`config.mk`:
```
export PLATFORM = sky130hd
export DESIGN_NAME = psfu_ctrl
export DESIGN_NICKNAME = d
export VERILOG_FILES = /design/src/design/psfu_pkg.sv /design/src/design/psfu_ctrl.sv
export SDC_FILE = /design/constraint.sdc
export NUM_CORES = 1
export LEC_CHECK = 0
export ABC_AREA = 1
export BUFFER_PORTS_ARGS = -buffer_cell sky130_fd_sc_hd__buf_2
export CORE_AREA = 2 2 59 67
export DETAILED_ROUTE_END_ITERATION = 10
export DIE_AREA = 0 0 61 69
export GPL_ROUTABILITY_DRIVEN = 0
export PLACE_DENSITY_LB_ADDON = 0.12
export SLEW_MARGIN = 15
export SYNTH_ARGS = -nofsm -noshare
export SYNTH_HDL_FRONTEND = slang
export SYNTH_SLANG_ARGS = --single-unit
```
`constraint.sdc`:
```
create_clock -name aclk -period 2.3 [get_ports aclk]
set_input_delay 0 -clock aclk [delete_from_list [all_inputs] [get_ports aclk]]
set_output_delay 0 -clock aclk [all_outputs]
set_load 0.03 [all_outputs]
```
`src/design/psfu_pkg.sv`:
```
// ============================================================================
// psfu_pkg
// shared constants and control types for the proportional switch flow update
// ============================================================================
`default_nettype none

package psfu_pkg;

    localparam int MAX_PATHS = 16;
    localparam int ADDR_W    = $clog2(MAX_PATHS);
    localparam int CNT_W     = $clog2(MAX_PATHS + 1);

    localparam int FLOW_W  = 31;
    localparam int COST_W  = 32;
    localparam int STEP_W  = 16;
    localparam int FRAC_W  = 16;
    localparam int CHG_W   = 32;
    localparam int TOTAL_W = 40;

    localparam int ENTRY_W = FLOW_W + COST_W;
    localparam int DIFF_W  = COST_W + 1;
    localparam int PROD_W  = FLOW_W + COST_W;
    localparam int TERM_W  = PROD_W - FRAC_W;
    localparam int ACC_W   = TERM_W + $clog2(MAX_PATHS) + 1;
    localparam int MAG_W   = TERM_W + 1;
    localparam int SCALE_W = MAG_W + STEP_W;

    localparam logic [STEP_W-1:0]  STEP_RESET = STEP_W'(655);
    localparam logic [ACC_W-1:0]   SUM_LIM    = ACC_W'(1) << (MAG_W - 1);
    localparam logic [MAG_W-1:0]   CHG_NEG_LIM = MAG_W'(1) << (CHG_W - 1);
    localparam logic [MAG_W-1:0]   CHG_POS_LIM = (MAG_W'(1) << (CHG_W - 1)) - MAG_W'(1);
    localparam logic [FLOW_W-1:0]  FLOW_MAX   = {FLOW_W{1'b1}};
    localparam logic [TOTAL_W-1:0] TOTAL_MAX  = {TOTAL_W{1'b1}};

    typedef struct packed {
        logic              wr;
        logic [ADDR_W-1:0] waddr;
        logic              rd_i;
        logic              rd_pair;
        logic [ADDR_W-1:0] raddr;
        logic              acc_clr;
        logic              clamp;
        logic              scale;
        logic              sat;
        logic              emit;
        logic              last;
        logic              clr_total;
    } cmd_t;

    typedef struct packed {
        logic busy;
        logic out_free;
    } sts_t;

endpackage

`default_nettype wire

```
`src/design/psfu_ctrl.sv`:
```
// ============================================================================
// psfu_ctrl
// sequencer: buffers a group, then walks every path over all pairs and emits
// ============================================================================
`default_nettype none

module psfu_ctrl (
    input  wire logic           aclk,
    input  wire logic           aresetn,
    input  wire logic           s_valid,
    output logic                s_ready,
    input  wire logic           s_end_of_group,
    input  wire logic           s_end_of_round,
    input  wire psfu_pkg::sts_t sts,
    output psfu_pkg::cmd_t      cmd
);

    typedef enum logic [2:0] {
        ST_IDLE,
        ST_RD_I,
        ST_PAIRS,
        ST_DRAIN,
        ST_CLAMP,
        ST_SCALE,
        ST_SAT,
        ST_EMIT
    } state_t;

    state_t                           state_reg, state_next;
    logic [psfu_pkg::CNT_W-1:0]       count_reg, count_next;
    logic [psfu_pkg::ADDR_W-1:0]      i_reg, i_next;
    logic [psfu_pkg::ADDR_W-1:0]      j_reg, j_next;
    logic                             eor_reg, eor_next;
    logic [psfu_pkg::CNT_W-1:0]       last_idx;
    logic                             last_i;
    logic                             last_j;

    assign last_idx = count_reg - psfu_pkg::CNT_W'(1);
    assign last_i   = ({1'b0, i_reg} == last_idx);
    assign last_j   = ({1'b0, j_reg} == last_idx);
    assign s_ready  = (state_reg == ST_IDLE);

    always_comb begin
        state_next = state_reg;
        count_next = count_reg;
        i_next     = i_reg;
        j_next     = j_reg;
        eor_next   = eor_reg;
        cmd        = '0;
        case (state_reg)
            ST_IDLE: begin
                if (s_valid) begin
                    if (count_reg < psfu_pkg::CNT_W'(psfu_pkg::MAX_PATHS)) begin
                        cmd.wr     = 1'b1;
                        cmd.waddr  = count_reg[psfu_pkg::ADDR_W-1:0];
                        count_next = count_reg + psfu_pkg::CNT_W'(1);
                    end
                    if (s_end_of_group) begin
                        eor_next   = s_end_of_round;
                        i_next     = '0;
                        state_next = ST_RD_I;
                    end
                end
            end
            ST_RD_I: begin
                cmd.rd_i    = 1'b1;
                cmd.raddr   = i_reg;
                cmd.acc_clr = 1'b1;
                j_next      = '0;
                state_next  = ST_PAIRS;
            end
            ST_PAIRS: begin
                cmd.rd_pair = 1'b1;
                cmd.raddr   = j_reg;
                if (last_j) begin
                    state_next = ST_DRAIN;
                end else begin
                    j_next = j_reg + psfu_pkg::ADDR_W'(1);
                end
            end
            ST_DRAIN: begin
                if (!sts.busy) begin
                    state_next = ST_CLAMP;
                end
            end
            ST_CLAMP: begin
                cmd.clamp  = 1'b1;
                state_next = ST_SCALE;
            end
            ST_SCALE: begin
                cmd.scale  = 1'b1;
                state_next = ST_SAT;
            end
            ST_SAT: begin
                cmd.sat    = 1'b1;
                state_next = ST_EMIT;
            end
            ST_EMIT: begin
                if (sts.out_free) begin
                    cmd.emit      = 1'b1;
                    cmd.last      = last_i;
                    cmd.clr_total = last_i && eor_reg;
                    if (last_i) begin
                        count_next = '0;
                        state_next = ST_IDLE;
                    end else begin
                        i_next     = i_reg + psfu_pkg::ADDR_W'(1);
                        state_next = ST_RD_I;
                    end
                end
            end
            default: begin
                state_next = ST_IDLE;
            end
        endcase
    end

    always_ff @(posedge aclk) begin
        if (!aresetn) begin
            state_reg <= ST_IDLE;
            count_reg <= '0;
            i_reg     <= '0;
            j_reg     <= '0;
            eor_reg   <= 1'b0;
        end else begin
            state_reg <= state_next;
            count_reg <= count_next;
            i_reg     <= i_next;
            j_reg     <= j_next;
            eor_reg   <= eor_next;
        end
    end

    // buffer never holds more than its depth
    assert property (@(posedge aclk) disable iff (!aresetn)
        count_reg <= psfu_pkg::CNT_W'(psfu_pkg::MAX_PATHS))
        else $error("group count above buffer depth");

    // pair reads stay inside the buffered entries
    assert property (@(posedge aclk) disable iff (!aresetn)
        (state_reg == ST_PAIRS) |-> ({1'b0, j_reg} < count_reg))
        else $error("pair read beyond buffered paths");

    // a result is loaded only into a free output register
    assert property (@(posedge aclk) disable iff (!aresetn)
        cmd.emit |-> sts.out_free)
        else $error("emit while output register occupied");

endmodule

`default_nettype wire

```
==> impl_metrics.py <==
metrics = {
    "layout": {
        "layout_commonest_cell": "nand2_1",
        "final_cell_mix": "nand2_1 (48), buf_2 (25), inv_1 (24), nor2_1 (23), nand3_1 (19)",
        "layout.nets": 248,
        "largest_reg_flops": 5,
        "seqCellArea_um2": 340.3,
        "n_fill_cell": 395,
        "multiInputGateArea_um2": 857.1,
        "final_cells": 286,
        "fin_util_pct": 44.86,
        "n_antenna_cell": 0,
        "area_delta_synth_final_pct": 15.26,
        "drive_gt1_share_pct": 26.69,
    },
    "placement": {
        "hpwl_mm": 2.674,
        "io_buffers": 25,
        "place_inst": 282,
    },
    "logic_synthesis": {
        "synth_edf_count": 0,
        "yosys.area_share.adder_pct": 3.633,
        "yosys-top-cells-area": "dfxtp_1 (25%), nand2_1 (13%), nand3_1 (6.9%)",
        "post_synth_and_or_nand_nor_area_fraction_pct": 44.14,
        "synth_top_family_by_area": "simple AND/OR/NAND/NOR gates",
        "ys_seq_area_share_pct": 24.70,
        "syn_nets": 221,
        "synthXorXnorAreaFrac_pct": 4.450,
        "ys_ff_latch": 17,
        "yosysTopAreaCell": "dfxtp_1",
        "synth_top_area_share_pct": 24.70,
        "syn-cell-area_um2": 1378,
        "synth_compound_area_share_pct": 9.991,
        "synthMuxAreaShare_pct": 0,
        "ys.flop_type": "dfxtp_1",
        "syn_avg_cell_area_um2": 6.560,
        "ys_async_sr_fraction_pct": 0,
        "synth_warnings": 0,
        "ys_types": 28,
        "netlist_instances": 210,
    },
    "clocking": {
        "clock-sinks": 17,
        "cts_max_level": 1,
        "clk_pin_slew_ps": 70,
        "root_buffer": "clkbuf_8",
        "cts_inserted_buffers": 3,
        "cts_tree": "done",
        "ctsHoldBuffers": 0,
        "clkLatencyLatePin_ps": 260,
        "cts_buffer_depth": 2,
        "cts_setup_buffers": 0,
        "cts_resized": 0,
    },
    "floorplan": {
        "die_area_um2": 4209,
        "io_pins": 26,
        "die-width_um": 61,
        "core_um2": 3540,
        "num_rows": 23,
        "die_h_um": 69,
        "start_util_pct": 38.92,
    },
    "sta": {
        "rsz0062_at_grt": "false",
        "setup_viol": 0,
        "max_slew_margin_pct": 71.05,
        "fmax_mhz": 488.6,
        "hold_slack_ps": 31.01,
        "tns_ps": 0,
        "finalHoldViolCount": 0,
        "min_period_ps": 2047,
        "finalClockSkew_ps": 11.23,
        "report.final.slew_viol_count": 0,
        "tightest_slew_ps": 433.7,
        "period_share_pct": 88.98,
    },
    "global_route": {
        "grt_antenna_before_repair": 0,
        "grt_pass1_wl_mm": 5.451,
        "gr-total-overflow": 0,
        "grt_util_all_layers_pct": 16.76,
        "grt_pass1_vias": 1229,
        "grt_start_max_net_pins": 12,
    },
    "power_and_ir_drop": {
        "power.internal_w": 0.0008780,
        "power.share.combinational_pct": 62.7,
        "power.density_nw_per_um2": 1173,
        "seqPwrFrac_pct": 24.6,
        "swShare_pct": 52.87,
        "pwr-share-clk_pct": 12.8,
        "p_leak_nw": 0.7822,
        "vdd_drop_max_uv": 527.9,
        "p_switching_w": 0.0009850,
    },
    "setup_path": {
        "cp-startpoint": "count_reg[0]",
        "cp-start-kind": "flop",
        "crit_path_end_kind": "primary output",
        "crit_arrival_ps": 2050,
        "crit_required_ps": 2300,
        "cp_max_fo": 8,
        "critical_path_class": "flop to primary output",
        "timing.rr.start": "count_reg[0]",
    },
    "detailed_routing": {
        "drc": 0,
        "dr.pass1.iters": 4,
        "wl_per_cell_um": 11.51,
        "vias": 1346,
        "drtIter0Drc": 66,
        "viasPerCell": 4.706,
        "wirelength_mm": 3.293,
        "ant_nets": 0,
    },
    "job": {
        "maxCapViolations": 0,
    },
    "run_status": {
        "status": "complete, no violations",
    },
    "min_path": {
        "hold_path_class": "primary input to flop",
        "min_from": "s_end_of_round",
    },
}
==> cells by family after synthesis <==
kind of cell	Yosys count
AND/OR/NAND/NOR	119
buffers and inverters	39
AO/OA/AOI/OAI	24
flip-flops	17
XOR/XNOR	7
adder cells (fa/ha/maj)	4
==> metal layers <==
| metal | vias up | share of wire (%) | GRT usage (%) |
|---|---|---|---|
| met5 | - | 0 | 0 |
| li1 | 721 | - | - |
| met2 | 27 | 48 | 27.48 |
| met3 | 4 | 3.4 | 2.251 |
| met4 | 0 | 1.1 | 5.072 |
| met1 | 594 | 47 | 22.26 |
==> final timing paths <==
check,to,slack [ps],depth (start not counted)
max,cmd[0],250,9
min,eor_reg,30,3
max reg2reg,count_reg[0],380,11
min reg2reg,eor_reg,450,2
==> critical path, cell delays in order (launching register included) <==
cell	delay [ps]
dfxtp_1	440
inv_2	120
ha_1	370
xnor2_1	140
nor2_1	110
nand2_2	70
nor2_4	100
nand2_2	90
nor3_1	120
buf_2	220
==> power groups by stage <==
stage,clock network (W),logic (W),registers [W]
2_1_floorplan,0,0.000964,0.000438
3_3_place_gp,0,0.00117,0.000469
3_5_place_dp,0,0.00117,0.000466
4_1_cts,0.000243,0.00118,0.000460
5_1_grt,0.000255,0.00130,0.000473
6_report,0.000238,0.00117,0.000458
==> stage by stage <==
stage / setup slack (ps) / instance area, µm² / power, W
final: 253.3 / 1588 / 0.001863
after floorplan: 340.8 / 1378 / 0.001402
after global placement: 388.6 / 1539 / 0.001644
after detailed placement: 374.8 / 1539 / 0.001636
after CTS: 223.8 / 1588 / 0.001879
after global routing: 33.72 / 1588 / 0.002030
==> layout make-up <==
class / instances / area share, %
clock buffer: 3 / 2.600
clock inverter: 1 / 0.4728
inverter: 36 / 9.693
multi-input combinational: 154 / 53.98
sequential: 17 / 21.43
tap: 50 / 3.940
timing repair buffer: 25 / 7.880
==> cell usage after synthesis, types with 2 or more instances <==
library cell and n:
nor2_1 23, inv_2 9, inv_1 24, o21bai_1 2
xor2_1 4, nor3_1 2, ha_1 4, o21ai_2 2
nor2_4 3, nand4_1 7, xnor2_1 3, dfxtp_1 17
nand3_1 19, nand3_2 2, a21oi_1 12, inv_4 2
buf_4 2, nand2_2 10, nand2_1 48, o21ai_1 3
nand2_4 2, o22ai_1 4
Note: power is estimated with default switching activity, not from simulation.
